<file path="config.mk">
export PLATFORM = sky130hd
export DESIGN_NAME = ledpwm_div
export DESIGN_NICKNAME = d
export VERILOG_FILES = /design/src/rtl/ledpwm_pkg.sv /design/src/rtl/ledpwm_div.sv
export SDC_FILE = /design/constraint.sdc
export NUM_CORES = 1
export LEC_CHECK = 0
export BUFFER_PORTS_ARGS = -buffer_cell sky130_fd_sc_hd__buf_2
export CAP_MARGIN = 5
export CORE_MARGIN = 1
export CORE_UTILIZATION = 60
export DETAILED_ROUTE_END_ITERATION = 16
export PLACE_DENSITY = 0.9
export SYNTH_ARGS = -nofsm -noshare
export SYNTH_HDL_FRONTEND = slang
export SYNTH_SLANG_ARGS = --single-unit
</file>
<file path="constraint.sdc">
create_clock -name clk -period 6 [get_ports clk]
set_input_delay 0.3 -clock clk [delete_from_list [all_inputs] [get_ports clk]]
set_output_delay 0.3 -clock clk [all_outputs]
set_load 0.005 [all_outputs]
</file>
<file path="src/rtl/ledpwm_pkg.sv">
package ledpwm_pkg;

    // melody store
    localparam int MAX_NOTES = 256;
    localparam int NOTE_AW   = $clog2(MAX_NOTES);

    // sine table geometry
    localparam int SINE_ENTRIES = 1024;
    localparam int SINE_AW      = $clog2(SINE_ENTRIES);
    localparam int SINE_QTR     = SINE_ENTRIES / 4;
    localparam int SINE_QAW     = $clog2(SINE_QTR);

    // field widths
    localparam int DUTY_W  = 12;
    localparam int PHASE_W = 16;
    localparam int STEP_W  = PHASE_W + 1;
    localparam int CNT_W   = $clog2(STEP_W + 1);

    // duty constants
    localparam logic [DUTY_W-1:0] FULL_DUTY = 12'd4095;
    localparam logic [DUTY_W-1:0] HALF_DUTY = 12'd2048;
    localparam logic [DUTY_W-1:0] FADE_STEP = 12'd50;
    localparam logic [10:0]       SINE_AMP  = 11'd2047;

    // phase step after reset (period 100) and the dividend of the step divide
    localparam logic [STEP_W-1:0] STEP_RESET = 17'd655;
    localparam logic [STEP_W-1:0] DIVIDEND   = 17'h10000;

    // command codes
    localparam logic [2:0] MODE_UPDATE = 3'd0;
    localparam logic [2:0] MODE_STEADY = 3'd1;
    localparam logic [2:0] MODE_SET    = 3'd2;
    localparam logic [2:0] MODE_SINE   = 3'd3;
    localparam logic [2:0] MODE_LOAD   = 3'd4;

    // pattern state codes
    localparam logic [2:0] ST_OFF      = 3'd0;
    localparam logic [2:0] ST_ON       = 3'd1;
    localparam logic [2:0] ST_NOTE     = 3'd2;
    localparam logic [2:0] ST_GAP      = 3'd3;
    localparam logic [2:0] ST_FADE_IN  = 3'd4;
    localparam logic [2:0] ST_FADE_OUT = 3'd5;
    localparam logic [2:0] ST_SINE     = 3'd6;

    // configuration register indexes
    localparam logic CFG_FADE_INTERVAL = 1'b0;
    localparam logic CFG_MELODY_LENGTH = 1'b1;

    // divider handshake
    typedef struct packed {
        logic              start;
        logic [PHASE_W-1:0] divisor;
    } div_req_t;

    typedef struct packed {
        logic              done;
        logic [STEP_W-1:0] quotient;
    } div_rsp_t;

    // quarter-wave sine table
    typedef logic [SINE_QTR-1:0][10:0] qsine_t;

    // pi/2 in unsigned Q62
    localparam logic [63:0] QUARTER_TURN_Q62 = 64'h6487ED5110B4611A;

    // (a * b) >> 62 on Q62 operands
    function automatic logic [63:0] q62_mul(input logic [63:0] a, input logic [63:0] b);
        logic [127:0] p;
        p = {64'd0, a} * {64'd0, b};
        return p[125:62];
    endfunction

    // shift and subtract quotient, only used while the table is built
    function automatic logic [63:0] div_u64(input logic [63:0] num, input logic [63:0] den);
        logic [64:0] rest;
        logic [63:0] quo;
        rest = '0;
        quo  = '0;
        for (int b = 63; b >= 0; b--)
        begin
            rest = {rest[63:0], num[b]};
            if (rest >= {1'b0, den})
            begin
                rest   = rest - {1'b0, den};
                quo[b] = 1'b1;
            end
        end
        return quo;
    endfunction

    // floor(2047 * sin((pi/2) * m / SINE_ENTRIES)) by a fixed-point series
    function automatic logic [10:0] quarter_sine(input logic [63:0] m);
        logic [63:0] t;
        logic [63:0] t2;
        logic [63:0] term;
        logic [63:0] sum;
        logic [63:0] hi_part;
        logic [63:0] lo_part;
        if (m == 64'd0)
        begin
            return 11'd0;
        end
        if (m >= 64'(SINE_ENTRIES))
        begin
            return SINE_AMP;
        end
        t = (QUARTER_TURN_Q62 >> SINE_AW) * m
            + (((QUARTER_TURN_Q62 & 64'(SINE_ENTRIES - 1)) * m) >> SINE_AW);
        t2   = q62_mul(t, t);
        term = t;
        sum  = t;
        for (int k = 1; k < 16; k++)
        begin
            if (term != 64'd0)
            begin
                term = div_u64(q62_mul(term, t2), 64'(2 * k) * 64'(2 * k + 1));
                if ((k & 1) == 1)
                begin
                    sum = sum - term;
                end
                else
                begin
                    sum = sum + term;
                end
            end
        end
        hi_part = (sum >> 32) * 64'(SINE_AMP);
        lo_part = ((sum & 64'hFFFF_FFFF) * 64'(SINE_AMP)) >> 32;
        return 11'((hi_part + lo_part) >> 30);
    endfunction

    function automatic qsine_t build_qsine();
        qsine_t tab;
        for (int j = 0; j < SINE_QTR; j++)
        begin
            tab[j] = quarter_sine(64'(4 * j));
        end
        return tab;
    endfunction

    localparam qsine_t QSINE = build_qsine();

endpackage

</file>
<file path="src/rtl/ledpwm_div.sv">
module ledpwm_div import ledpwm_pkg::*; (
    input  logic     clk,
    input  logic     rst_n,
    input  div_req_t req,
    output div_rsp_t rsp
);

    logic              busy_reg;
    logic [CNT_W-1:0]  cnt_reg;
    logic              done_reg;
    logic [PHASE_W-1:0] rem_reg;
    logic [STEP_W-1:0] dvd_reg;
    logic [PHASE_W-1:0] dvs_reg;
    logic [STEP_W-1:0] quo_reg;

    logic [STEP_W-1:0] shift;
    logic [STEP_W-1:0] diff;
    logic              fits;

    // one restoring step: bring down the next dividend bit and try a subtract
    assign shift = {rem_reg, dvd_reg[STEP_W-1]};
    assign diff  = shift - {1'b0, dvs_reg};
    assign fits  = shift >= {1'b0, dvs_reg};

    // control
    always_ff @(posedge clk or negedge rst_n)
    begin
        if (!rst_n)
        begin
            busy_reg <= 1'b0;
            cnt_reg  <= '0;
            done_reg <= 1'b0;
        end
        else
        begin
            done_reg <= busy_reg && (cnt_reg == CNT_W'(1)) && !req.start;
            if (req.start)
            begin
                busy_reg <= 1'b1;
                cnt_reg  <= CNT_W'(STEP_W);
            end
            else if (busy_reg)
            begin
                cnt_reg <= cnt_reg - CNT_W'(1);
                if (cnt_reg == CNT_W'(1))
                begin
                    busy_reg <= 1'b0;
                end
            end
        end
    end

    // datapath, zero divisor counts as one
    always_ff @(posedge clk)
    begin
        if (req.start)
        begin
            rem_reg <= '0;
            dvd_reg <= DIVIDEND;
            dvs_reg <= (req.divisor == '0) ? PHASE_W'(1) : req.divisor;
            quo_reg <= '0;
        end
        else if (busy_reg)
        begin
            rem_reg <= fits ? diff[PHASE_W-1:0] : shift[PHASE_W-1:0];
            dvd_reg <= {dvd_reg[STEP_W-2:0], 1'b0};
            quo_reg <= {quo_reg[STEP_W-2:0], fits};
        end
    end

    assign rsp.done     = done_reg;
    assign rsp.quotient = quo_reg;

endmodule

</file>
## Word-level counts from Yosys, hierarchy flattened

Cells that the tools add are included.

- Output and inout bits: 18
- Logic and storage cells: 22
- Flip-flop bits (word level): 57

- Equality and inequality tests: 1
- $add $sub $neg: 2
- Magnitude comparators: 1
- Reduce and logical (&&, ||, !) cells: 5
- Muxes and demuxes: 6

Operators by type and width:

| kind | count |
|---|---|
| $ge A17 B16 Y1 | 1 |
| $logic_not A16 Y1 | 1 |
| $mux W16 | 1 |
| $sub A16 B16 Y16 | 1 |
| $mux W5 | 2 |
| $eq A5 B1 Y1 const B | 1 |
| $sub A5 B1 Y5 const B | 1 |
| $mux W1 | 3 |
| $logic_and A1 B1 Y1 | 2 |
| $reduce_bool A2 Y1 | 1 |
| $logic_not A1 Y1 | 1 |

## Depth between registers and ports, before layout

- Word-level depth: 4
- Depth in mapped cells: 10
- Gate-level depth less buffers: 10

## Worst setup path after synthesis

Ideal clock, no wire load.

- Kind: register to register
- From: reg dvs_reg[0]
- To: reg rem_reg[10]
- Data required time: 5.914 ns
- Path slack: 3.846 ns
- Cell stages (with the launch flop): 10
- Period minus slack after synthesis: 2.154 ns
- Arrival: 2.069 ns
- Path through: edfxtp_1 -> ha_1 -> fa_1 -> nor2b_1 -> o31a_1 -> nor4_2 -> o31ai_4 -> xor2_1 -> mux2i_1 -> a211oi_1

- Longest elaborated chain between the ends: 2

Ends and longest elaborated chain:

| what | RTL line | source |
|---|---|---|
| start: declaration | ledpwm_div.sv:13 | `logic [PHASE_W-1:0] dvs_reg;` |
| start signal: assignment | ledpwm_div.sv:60 | `dvs_reg <= (req.divisor == '0) ? PHASE_W'(1) : req.divisor;` |
| $sub A16 B16 Y16 or $ge A17 B16 Y1 (tied branches) | ledpwm_div.sv:22, ledpwm_div.sv:23 |  |
| $mux W16 * | ledpwm_div.sv:65 | `rem_reg <= fits ? diff[PHASE_W-1:0] : shift[PHASE_W-1:0];` |
| end signal: assignment | ledpwm_div.sv:65 |  |
| end: declaration | ledpwm_div.sv:11 | `logic [PHASE_W-1:0] rem_reg;` |

Every way passes the cells marked *; elsewhere a longest branch is shown, timed or not.
A chain may end at the register's enable or synchronous reset.

## Worst setup path after layout

- From: reg dvs_reg[4]
- To: reg rem_reg[2]

- Longest elaborated chain between the ends: 2

Ends and longest elaborated chain:

| what | RTL line | source |
|---|---|---|
| $ge A17 B16 Y1 | ledpwm_div.sv:23 | `assign fits = shift >= {1'b0, dvs_reg};` |
| $mux W16 | ledpwm_div.sv:65 |  |

No other way between the ends.

==> metrics.txt <==
Psw=468 uW; Logic pwr share=0.336; crit end category=flop; P_leak=between 0.0015 and 0.002 uW; # port buffers=36; Worst slew margin=0.298; share of the synthesized area in the top cell type=0.212; most frequent cell after synthesis=nor2_1; register area share after synthesis=0.417; Tmin final=roughly 2.8 ns; Int Power=about 800 uW; fillers=approximately 370; WL/cell=approximately 18 um; Clock Sinks=57; required time worst endpoint=slightly above 6 ns; Max Buffers Root-to-Sink=2; area delta synth->final=10.5%; first-pass GRT wire length=12200 um; outcome=completed; Finish-stage setup viols=0; Overall Power=about 1300 uW; Cell Rows=26; CTS root buf=clkbuf_8; area of the core=around 0.0051 mm2; CP Max Fanout=21; switch share=0.365; Worst-path clk slew=approximately 0.060 ns; unrepaired setup endpoints after global routing=false; IO Count=37; Post-Synthesis Cell Area=~0.0032 mm2; CTS tree=yes; Post-Synthesis Cells=between 300 and 400; placed insts=403; Post-CTS Setup Repair Bufs=0; vias in the first global route=approximately 2500; die height=75.1 um; Finished Layout Cells=between 400 and 500; main area contributors after synthesis=dfxtp_1 (21%), edfxtp_1 (15%), mux2i_1 (8.7%); Final Cycle Share=0.471; share of layout cells above drive strength 1=0.189; Nets=around 380; Distinct cells, synth=53; drt drc=0; most instantiated cells after synthesis=nor2_1 (43), dfxtp_1 (34), mux2i_1 (28), clkbuf_1 (22), inv_1 (21); Initial Util=0.623; Clock Latency Late Sink=about 0.34 ns; max reg flops=17; cts hold-fix bufs=1; Avg Cell Area, Syn=just under 10 um2; EDFF count, synth=16; via density per instance=between 6 and 7; Synth Flop Type=dfxtp_1; CTS H-tree depth=3; setup_tns=0 ns; Die ar.=about 0.0056 mm2; FFs w/ async S/R, synth=0.123; post-cts resize count=0; Total GRT Usage=0.302; initial DRC count=approximately 230; clock power share=0.260; leading area contributor after synthesis=dfxtp_1; drt first pass iters=5; Setup Crit Path Kind=reg2reg; antenna viol nets, final=0; via count=roughly 2600; grt ovf=0; MaxCap Viol Count=0; Min-Delay Path Class=in2reg; HPWL after DPL=between 4000 and 5000 um; synth warn=0; initial antenna violation count=0; routability cong.=just under 0.8; clk_skew=between 0.004 and 0.005 ns; Ant. Diodes=0; Max Fclk=354 MHz; pwr/cell area=around 360 mW/mm2; Peak VDD IR=roughly 240 uV; CTS buffer count=9; Slew Limit Fails=0; Hold Violations, Final=0; startpoint types=flop; Critical Path AT=slightly above 3 ns; worst-margin pin slew=roughly 1.1 ns; chip width=around 75 um; flops & latches, synth=57; Post-Syn Nets=around 360; total wire length=7710 um; sequential power share=0.404; largest net degree at the start of global routing=between 50 and 60
## placed cells by master, fill, tap and decap left out, types with 7 or more instances in the layout
| cell type | Yosys | layout |
|---|---|---|
| edfxtp_1 | 16 | 16 |
| ha_1 | 18 | 18 |
| buf_2 | 4 | 36 |
| mux2i_1 | 28 | 28 |
| inv_1 | 21 | 21 |
| nor2_1 | 43 | 43 |
| dfxtp_1 | 34 | 34 |
| nand2_1 | 16 | 16 |
| o21a_1 | 7 | 7 |
| a211oi_1 | 10 | 10 |
| clkbuf_8 | 0 | 9 |
| a21o_1 | 8 | 8 |
| xnor2_1 | 8 | 8 |
## metal layers
layer  track usage  vias to the layer above  share of wire
li1              -                     1187              -
met3        0.0629                       27          0.061
met4         0.161                        0          0.032
met2         0.522                      111           0.51
met5             0                        -              0
met1         0.351                     1241           0.40
## final timing paths
kind	to	cells past startpoint	slack, ns	startpoint
max	rem_reg[2]$_SDFFE_PP0P_	9	3.18	dvs_reg[4]$_SDFFCE_PN0P_
min	dvs_reg[1]$_SDFFCE_PN0P_	1	0.15	req[1]
max reg2reg	rem_reg[2]$_SDFFE_PP0P_	9	3.18	dvs_reg[4]$_SDFFCE_PN0P_
min reg2reg	rem_reg[6]$_SDFFE_PP0P_	2	0.51	rem_reg[6]$_SDFFE_PP0P_
max in group asynchronous	busy_reg$_DFF_PN0_	2	5.50	rst_n
min in group asynchronous	cnt_reg[0]$_DFFE_PN0P_	2	0.34	rst_n
## power by group through the flow
stage	logic, uW	clock network [uW]	registers, uW
floorplan	367	0	483
finish	431	333	519
global placement	390	0	520
CTS	424	332	517
global route	467	347	527
detailed placement	408	0	522
## stage by stage
stage	utilization	instance area, um2	hold WS (ns)	setup WS [ns]
floorplan	-	3200	0.00441	3.85
global placement	0.651	3350	0.136	3.57
detailed placement	0.651	3350	0.137	3.43
CTS	0.689	3540	0.143	3.22
global route	0.689	3540	0.144	3.05
finish	0.689	3540	0.150	3.18
## layout make-up
| type | count | area (um2) | area share |
|---|---|---|---|
| well taps | 70 | 87.6 | 0.0247 |
| multi-input cells | 218 | 1660 | 0.468 |
| clock inverters | 4 | 26.3 | 0.00742 |
| inverters | 21 | 78.8 | 0.0223 |
| repair buffers | 38 | 198 | 0.0558 |
| flip-flops and latches | 57 | 1340 | 0.378 |
| clock buffers | 12 | 156 | 0.0442 |
## worst max-delay path, cell delays in order, from the launching register on
cell and delay, ns:
edfxtp_1 0.34, inv_1 0.05, ha_1 0.39, nand3_1 0.16, o21bai_4 0.22, a21oi_4 0.22
o32ai_4 0.13, a21oi_4 0.60, mux2i_1 0.24, a211oi_1 0.37
## cell families after synthesis
kind of cell / after synthesis / share of synthesized area
flops: 57 / 0.417
mux: 28 / 0.0875
simple gates: 87 / 0.130
compound gates: 71 / 0.187
fa+ha+maj: 19 / 0.0765
buf+inv: 50 / 0.0660
xor+xnor: 13 / 0.0355
(Power assumes the default switching activity.)
