### src/rtl/ledpwm_pkg.sv
package ledpwm_pkg;

    // melody store
    localparam int MAX_NOTES = 256;
    localparam int NOTE_AW   = $clog2(MAX_NOTES);

    // sine table geometry
    localparam int SINE_ENTRIES = 1024;
    localparam int SINE_AW      = $clog2(SINE_ENTRIES);
    localparam int SINE_QTR     = SINE_ENTRIES / 4;
    localparam int SINE_QAW     = $clog2(SINE_QTR);

    // field widths
    localparam int DUTY_W  = 12;
    localparam int PHASE_W = 16;
    localparam int STEP_W  = PHASE_W + 1;
    localparam int CNT_W   = $clog2(STEP_W + 1);

    // duty constants
    localparam logic [DUTY_W-1:0] FULL_DUTY = 12'd4095;
    localparam logic [DUTY_W-1:0] HALF_DUTY = 12'd2048;
    localparam logic [DUTY_W-1:0] FADE_STEP = 12'd50;
    localparam logic [10:0]       SINE_AMP  = 11'd2047;

    // phase step after reset (period 100) and the dividend of the step divide
    localparam logic [STEP_W-1:0] STEP_RESET = 17'd655;
    localparam logic [STEP_W-1:0] DIVIDEND   = 17'h10000;

    // command codes
    localparam logic [2:0] MODE_UPDATE = 3'd0;
    localparam logic [2:0] MODE_STEADY = 3'd1;
    localparam logic [2:0] MODE_SET    = 3'd2;
    localparam logic [2:0] MODE_SINE   = 3'd3;
    localparam logic [2:0] MODE_LOAD   = 3'd4;

    // pattern state codes
    localparam logic [2:0] ST_OFF      = 3'd0;
    localparam logic [2:0] ST_ON       = 3'd1;
    localparam logic [2:0] ST_NOTE     = 3'd2;
    localparam logic [2:0] ST_GAP      = 3'd3;
    localparam logic [2:0] ST_FADE_IN  = 3'd4;
    localparam logic [2:0] ST_FADE_OUT = 3'd5;
    localparam logic [2:0] ST_SINE     = 3'd6;

    // configuration register indexes
    localparam logic CFG_FADE_INTERVAL = 1'b0;
    localparam logic CFG_MELODY_LENGTH = 1'b1;

    // divider handshake
    typedef struct packed {
        logic              start;
        logic [PHASE_W-1:0] divisor;
    } div_req_t;

    typedef struct packed {
        logic              done;
        logic [STEP_W-1:0] quotient;
    } div_rsp_t;

    // quarter-wave sine table
    typedef logic [SINE_QTR-1:0][10:0] qsine_t;

    // pi/2 in unsigned Q62
    localparam logic [63:0] QUARTER_TURN_Q62 = 64'h6487ED5110B4611A;

    // (a * b) >> 62 on Q62 operands
    function automatic logic [63:0] q62_mul(input logic [63:0] a, input logic [63:0] b);
        logic [127:0] p;
        p = {64'd0, a} * {64'd0, b};
        return p[125:62];
    endfunction

    // shift and subtract quotient, only used while the table is built
    function automatic logic [63:0] div_u64(input logic [63:0] num, input logic [63:0] den);
        logic [64:0] rest;
        logic [63:0] quo;
        rest = '0;
        quo  = '0;
        for (int b = 63; b >= 0; b--)
        begin
            rest = {rest[63:0], num[b]};
            if (rest >= {1'b0, den})
            begin
                rest   = rest - {1'b0, den};
                quo[b] = 1'b1;
            end
        end
        return quo;
    endfunction

    // floor(2047 * sin((pi/2) * m / SINE_ENTRIES)) by a fixed-point series
    function automatic logic [10:0] quarter_sine(input logic [63:0] m);
        logic [63:0] t;
        logic [63:0] t2;
        logic [63:0] term;
        logic [63:0] sum;
        logic [63:0] hi_part;
        logic [63:0] lo_part;
        if (m == 64'd0)
        begin
            return 11'd0;
        end
        if (m >= 64'(SINE_ENTRIES))
        begin
            return SINE_AMP;
        end
        t = (QUARTER_TURN_Q62 >> SINE_AW) * m
            + (((QUARTER_TURN_Q62 & 64'(SINE_ENTRIES - 1)) * m) >> SINE_AW);
        t2   = q62_mul(t, t);
        term = t;
        sum  = t;
        for (int k = 1; k < 16; k++)
        begin
            if (term != 64'd0)
            begin
                term = div_u64(q62_mul(term, t2), 64'(2 * k) * 64'(2 * k + 1));
                if ((k & 1) == 1)
                begin
                    sum = sum - term;
                end
                else
                begin
                    sum = sum + term;
                end
            end
        end
        hi_part = (sum >> 32) * 64'(SINE_AMP);
        lo_part = ((sum & 64'hFFFF_FFFF) * 64'(SINE_AMP)) >> 32;
        return 11'((hi_part + lo_part) >> 30);
    endfunction

    function automatic qsine_t build_qsine();
        qsine_t tab;
        for (int j = 0; j < SINE_QTR; j++)
        begin
            tab[j] = quarter_sine(64'(4 * j));
        end
        return tab;
    endfunction

    localparam qsine_t QSINE = build_qsine();

endpackage

### src/rtl/ledpwm_sine.sv
module ledpwm_sine import ledpwm_pkg::*; (
    input  logic [PHASE_W-1:0] phase,
    output logic [DUTY_W-1:0]  duty
);

    logic [SINE_AW-1:0]  idx;
    logic [1:0]          quad;
    logic [SINE_QAW-1:0] pos;
    logic [SINE_QAW:0]   mirror;
    logic [10:0]         mag;

    // table index from the top phase bits, folded onto one quarter wave
    assign idx    = phase[PHASE_W-1 -: SINE_AW];
    assign quad   = idx[SINE_AW-1 -: 2];
    assign pos    = idx[SINE_QAW-1:0];
    assign mirror = quad[0] ? ((SINE_QAW+1)'(SINE_QTR) - {1'b0, pos}) : {1'b0, pos};

    // the quarter point itself is full amplitude
    assign mag  = mirror[SINE_QAW] ? SINE_AMP : QSINE[mirror[SINE_QAW-1:0]];
    assign duty = quad[1] ? ({1'b0, SINE_AMP} - {1'b0, mag})
                          : ({1'b0, SINE_AMP} + {1'b0, mag});

endmodule

### config.mk
export PLATFORM = sky130hd
export DESIGN_NAME = ledpwm_sine
export DESIGN_NICKNAME = d
export VERILOG_FILES = /design/src/rtl/ledpwm_pkg.sv /design/src/rtl/ledpwm_sine.sv
export SDC_FILE = /design/constraint.sdc
export NUM_CORES = 1
export LEC_CHECK = 0
export ABC_AREA = 1
export BUFFER_PORTS_ARGS = -buffer_cell sky130_fd_sc_hd__buf_2
export CORE_ASPECT_RATIO = 1.75
export CORE_MARGIN = 1
export CORE_UTILIZATION = 30
export DETAILED_ROUTE_END_ITERATION = 7
export PLACE_DENSITY_LB_ADDON = 0.1
export SYNTH_ARGS = -nofsm -noshare
export SYNTH_HDL_FRONTEND = slang
export SYNTH_SLANG_ARGS = --single-unit
### constraint.sdc
create_clock -name vclk -period 6.9
set_input_delay 0.345 -clock vclk [all_inputs]
set_output_delay 0.345 -clock vclk [all_outputs]
set_load 0.05 [all_outputs]
After elaboration in Yosys (flattened, before gate mapping)
Memories as Yosys holds them, arrays and structs flattened.
Index checks and enable logic that the tools add are counted.
Operators by class
  $add $sub $neg: 3
  multiply operators: 0
  divide/modulo/power cells: 0
  $lt $le $gt $ge: 1
  eq/ne operators: 0
  shifts and indexed selects: 0
  mux-type cells: 4
  bitwise gates (word level): 0
  reduce and logical (&&, ||, !) cells: 0
Operators with widths (count)
  2-to-1 mux 11 bit: 2
  adder 11 x 11 -> 12 bit, first input constant: 1
  2-to-1 mux 12 bit: 1
  subtractor 11 x 11 -> 12 bit, first input constant: 1
  < comparator 8 x 9 -> 1 bit, second input constant: 1
  2-to-1 mux 9 bit: 1
  subtractor 9 x 8 -> 9 bit, first input constant: 1
Storage, ports and cells
  bits in registers: 0
  bits in latches: 0
  RAM bits: 0
  ROM bits: 2816
  input bits: 16
  memories: 1
Memory list
  (no name shown): words 256, width 11, rd ports 1, clocked after Yosys merged registers in 0, write ports 0, RTL line ledpwm_sine.sv:19  | assign mag = mirror[SINE_QAW] ? SINE_AMP : QSINE[mirror[SINE_QAW-1:0]];

Logic depth before layout (Yosys ltp)
  word-level depth: 7
  mapped depth: 27
  gate-level depth less buffers: 27

Least setup slack after synthesis
No wires, ideal clock.
  path kind: input to output
  start: in phase[6]
  end: out duty[1]
  arrival time: 3673 ps
  data required time: 6555 ps
  path slack: 2882 ps
  cell stages on the path: 21
  buffers on the path: 0
  cell sequence: inv_2 ha_1 nand2_2 nand2_4 ha_1 inv_1 nand3_1 nand2_1 inv_1 nand2_1 nand3_1 nand2_1 nand2_1 nand2_1 inv_1 nand2_1 nand2_1 nand2_1 inv_1 ha_1 o21ai_0
On the way
  word-level cells in the longest chain between the ends: 7
  elaborated cells on any way between the ends: 8
RTL lines
  start, declared: RTL line ledpwm_sine.sv:2  | input logic [PHASE_W-1:0] phase,
  subtractor 9 x 8 -> 9 bit: RTL line ledpwm_sine.sv:16  | assign mirror = quad[0] ? ((SINE_QAW+1)'(SINE_QTR) - {1'b0, pos}) : {1'b0, pos};
  2-to-1 mux 9 bit (*): RTL line ledpwm_sine.sv:16
  memory read (256 x 11 bit)
  2-to-1 mux 11 bit (not written as such): RTL line ledpwm_sine.sv:19
  2-to-1 mux 11 bit (*): RTL line ledpwm_sine.sv:19
  adder 11 x 11 -> 12 bit / subtractor 11 x 11 -> 12 bit (equally long branches): RTL line ledpwm_sine.sv:21, ledpwm_sine.sv:20
  2-to-1 mux 12 bit (*): RTL line ledpwm_sine.sv:20  | assign duty = quad[1] ? ({1'b0, SINE_AMP} - {1'b0, mag})
  end, declared: RTL line ledpwm_sine.sv:3  | output logic [DUTY_W-1:0] duty
Every way passes the cells marked *; elsewhere a longest branch is shown, timed or not. The select of a mux whose other input is x is not followed.

Final worst setup path
  start: in phase[6]
  end: out duty[10]
The elaborated chain is that of the path after synthesis.

==> key figures <==
Drt
  – DRC violations left: 0
  – First DRT Iteration DRCs: 555
  – Vias: 4706
  – Total routed wirelength: 15000 um
  – Average vias per placed instance: 5.52
  – Detailed-route wire length per cell: 17.6 um
  – Count of antenna-violating nets left after detailed routing: 0
  – Number of optimization iterations in the first detailed-route pass: 5

Setup path
  – Endpoint kind of the worst setup timing path: output pin
  – CP bufs+invs: 5
  – Library cell contributing the largest single delay on the critical path: sky130_fd_sc_hd__inv_2
  – Delay of the slowest critical-path stage: 0.73 ns
  – Critical Path AT: 4.36 ns
  – Most common cell on crit path: sky130_fd_sc_hd__nand2_1
  – Max FO, Critical Path: 41
  – Worst endpoint required time: 6.55 ns
  – Capture point of the critical path: duty[10]
  – First element of the critical path: phase[6]
  – Cell family with most CP delay: simple AND/OR/NAND/NOR gates
  – CP Depth: 25
  – Setup crit start kind: primary input
  – Type of the worst setup path: in -> out

Power and ir drop
  – Comb power frac: 100.0%
  – Total power per unit cell area: 145 mW/mm^2
  – Leakage component of the power: 2.12 nW
  – Final total power: 0.512 mW
  – Sequential fraction of design power: 0%
  – Max IR drop VDD: 0.104 mV
  – Net Sw Frac: 73.7%
  – Internal power: 0.134 mW
  – Fraction of power consumed by the clock network: 0%
  – Net load switching power: 0.378 mW

STA
  – Unrepaired setup endpoints after global routing: false
  – Smallest hold slack: 1.09 ns
  – Highest attainable clock frequency: 0.212 GHz
  – Final critical-path required period: 4.71 ns
  – Final number of setup-violating endpoints: 0
  – Setup total negative slack: 0 ns
  – Total count of max-transition violations in the final report: 0
  – Transition time at the pin with the least slew margin: 1.22 ns
  – Worst-case headroom to the max-slew limit: 17.6%
  – Final period util: 68.2%
  – Number of hold-slack violations in the final timing report: 0

Global route
  – Global route total overflow: 0
  – Total global routing track utilization: 25.0%
  – Pin count of the biggest net entering global routing: 55
  – Global-route wire length before repair: 23800 um
  – Number of antenna violations at the first check in global routing: 0
  – Vias in the first global route: 4428

Placement
  – Detailed Place HPWL: 11500 um
  – Weighted congestion at the end of routability-driven global placement: 0.946
  – Placed cell count: 852
  – IO buf count: 22
  – Instance area at placement: 0.00354 mm^2

Die
  – Initial standard-cell utilization of the core: 30.9%
  – Die area: 0.0119 mm^2
  – Die extent in y: 144 um
  – Horizontal extent of the die: 83.1 um
  – Row cnt: 51
  – Std-Cell Core Area: 0.0112 mm^2
  – Boundary Pins: 28

Finish
  – Cell Count, Final, Fillers Out: 852
  – Antenna diode instance count: 0
  – Post-route standard cell area excluding fillers: 0.00354 mm^2
  – Area growth syn-to-layout: 2.68%
  – Number of nets at the end of the flow: 752
  – Clk_buf instances: 0
  – Final sequential cell count: 0
  – FF+latch area: 0 um^2
  – Share of final-layout standard cells stronger than drive strength 1: 10.6%

Yosys
  – Net count of the mapped netlist: 756
  – Synthesized instance count: 726
  – Post-synth top area share: 36.6%
  – Count of distinct cell types in the synthesized netlist: 35
  – Netlist area before placement: 0.00345 mm^2
  – Syn avg cell area: 4.75 um^2
  – Warning count from the yosys run: 0
  – Post-synthesis sequential area ratio: 0%
  – Ranking of synthesized cells by instance count: sky130_fd_sc_hd__nand2_1 (336), sky130_fd_sc_hd__nand3_1 (134), sky130_fd_sc_hd__inv_1 (54)
  – Most area-consuming cells after synthesis: sky130_fd_sc_hd__nand2_1 (37%), sky130_fd_sc_hd__nand3_1 (19%), sky130_fd_sc_hd__inv_1 (5.9%)
  – Largest area contributor in the netlist: sky130_fd_sc_hd__nand2_1
  – Top-count cell post-synth: sky130_fd_sc_hd__nand2_1

Run
  – Number of maximum-capacitance violations: 0

Clocking
  – Post-cts hold buffer count: 0
  – PostCTS Resize Cnt: 0
  – Setup bufs post-CTS: 0

Run status
  – Outcome: complete, no violations

Hold path
  – Path type of the worst min-delay path: in -> out
## metal layers
| metal | vias to the layer above | part of all wire, % | track usage [%] |
|---|---|---|---|
| li1 | 2321 | - | - |
| met1 | 2098 | 38 | 28.0 |
| met2 | 233 | 51 | 47.0 |
| met3 | 54 | 5.5 | 1.44 |
| met4 | 0 | 5.6 | 13.1 |
| met5 | - | 0 | 0 |
## logic make-up after synthesis
| group | after synthesis | share of synthesized area [%] |
|---|---|---|
| simple gates | 563 | 73.1 |
| buf+inv | 96 | 13.2 |
| compound gates | 50 | 7.83 |
| fa+ha+maj | 14 | 5.08 |
| xor+xnor | 3 | 0.762 |
## worst min-delay path by stage
| stage | start | to | cells past startpoint |
|---|---|---|---|
| 6_report | phase[15] | duty[11] | 3 |
| 5_1_grt | phase[15] | duty[1] | 3 |
| 4_1_cts | phase[15] | duty[11] | 3 |
| 3_5_place_dp | phase[15] | duty[11] | 3 |
| 3_3_place_gp | phase[15] | duty[11] | 3 |
| 2_1_floorplan | phase[15] | duty[11] | 1 |
## metrics by stage
stage,worst slack (ns),util [%]
2_1_floorplan,2.88,-
3_3_place_gp,2.20,31.7
3_5_place_dp,2.19,31.7
4_1_cts,2.19,31.7
5_1_grt,1.78,31.7
6_report,2.19,31.7
## power groups by stage
stage                     registers [mW]  logic [mW]  clock network (mW)
after global placement                 0       0.505                   0
after detailed placement               0       0.504                   0
after global routing                   0       0.560                   0
after floorplan                        0       0.389                   0
after CTS                              0       0.506                   0
final                                  0       0.512                   0
## cell usage in the layout, fill, tap and decap left out, drive strengths merged
| cell | synthesis | layout |
|---|---|---|
| xor2 | 2 | 2 |
| nand4 | 14 | 14 |
| a31oi | 1 | 1 |
| nand3 | 140 | 140 |
| nor2 | 46 | 46 |
| inv | 64 | 64 |
| o211ai | 2 | 2 |
| a21oi | 22 | 22 |
| or2 | 1 | 1 |
| o21ai | 24 | 24 |
| buf | 30 | 26 |
| nor4 | 1 | 1 |
| nand2 | 359 | 359 |
| xnor2 | 1 | 1 |
| nand3b | 1 | 1 |
| a21boi | 1 | 1 |
| nor3 | 1 | 1 |
| ha | 14 | 14 |
## cell type report
type | instances | area, um^2
fillers | 1341 | 7620
multi-input cells | 630 | 2990
well taps | 132 | 165
repair buffers | 26 | 140
inverters | 64 | 243
## worst min-delay path: cells and delay by family
kind / cells / cell delay (ns)
AO/OA/AOI/OAI: 1 / 0.07
buffers and inverters: 2 / 0.33
Power figures use the tool's default switching activity.
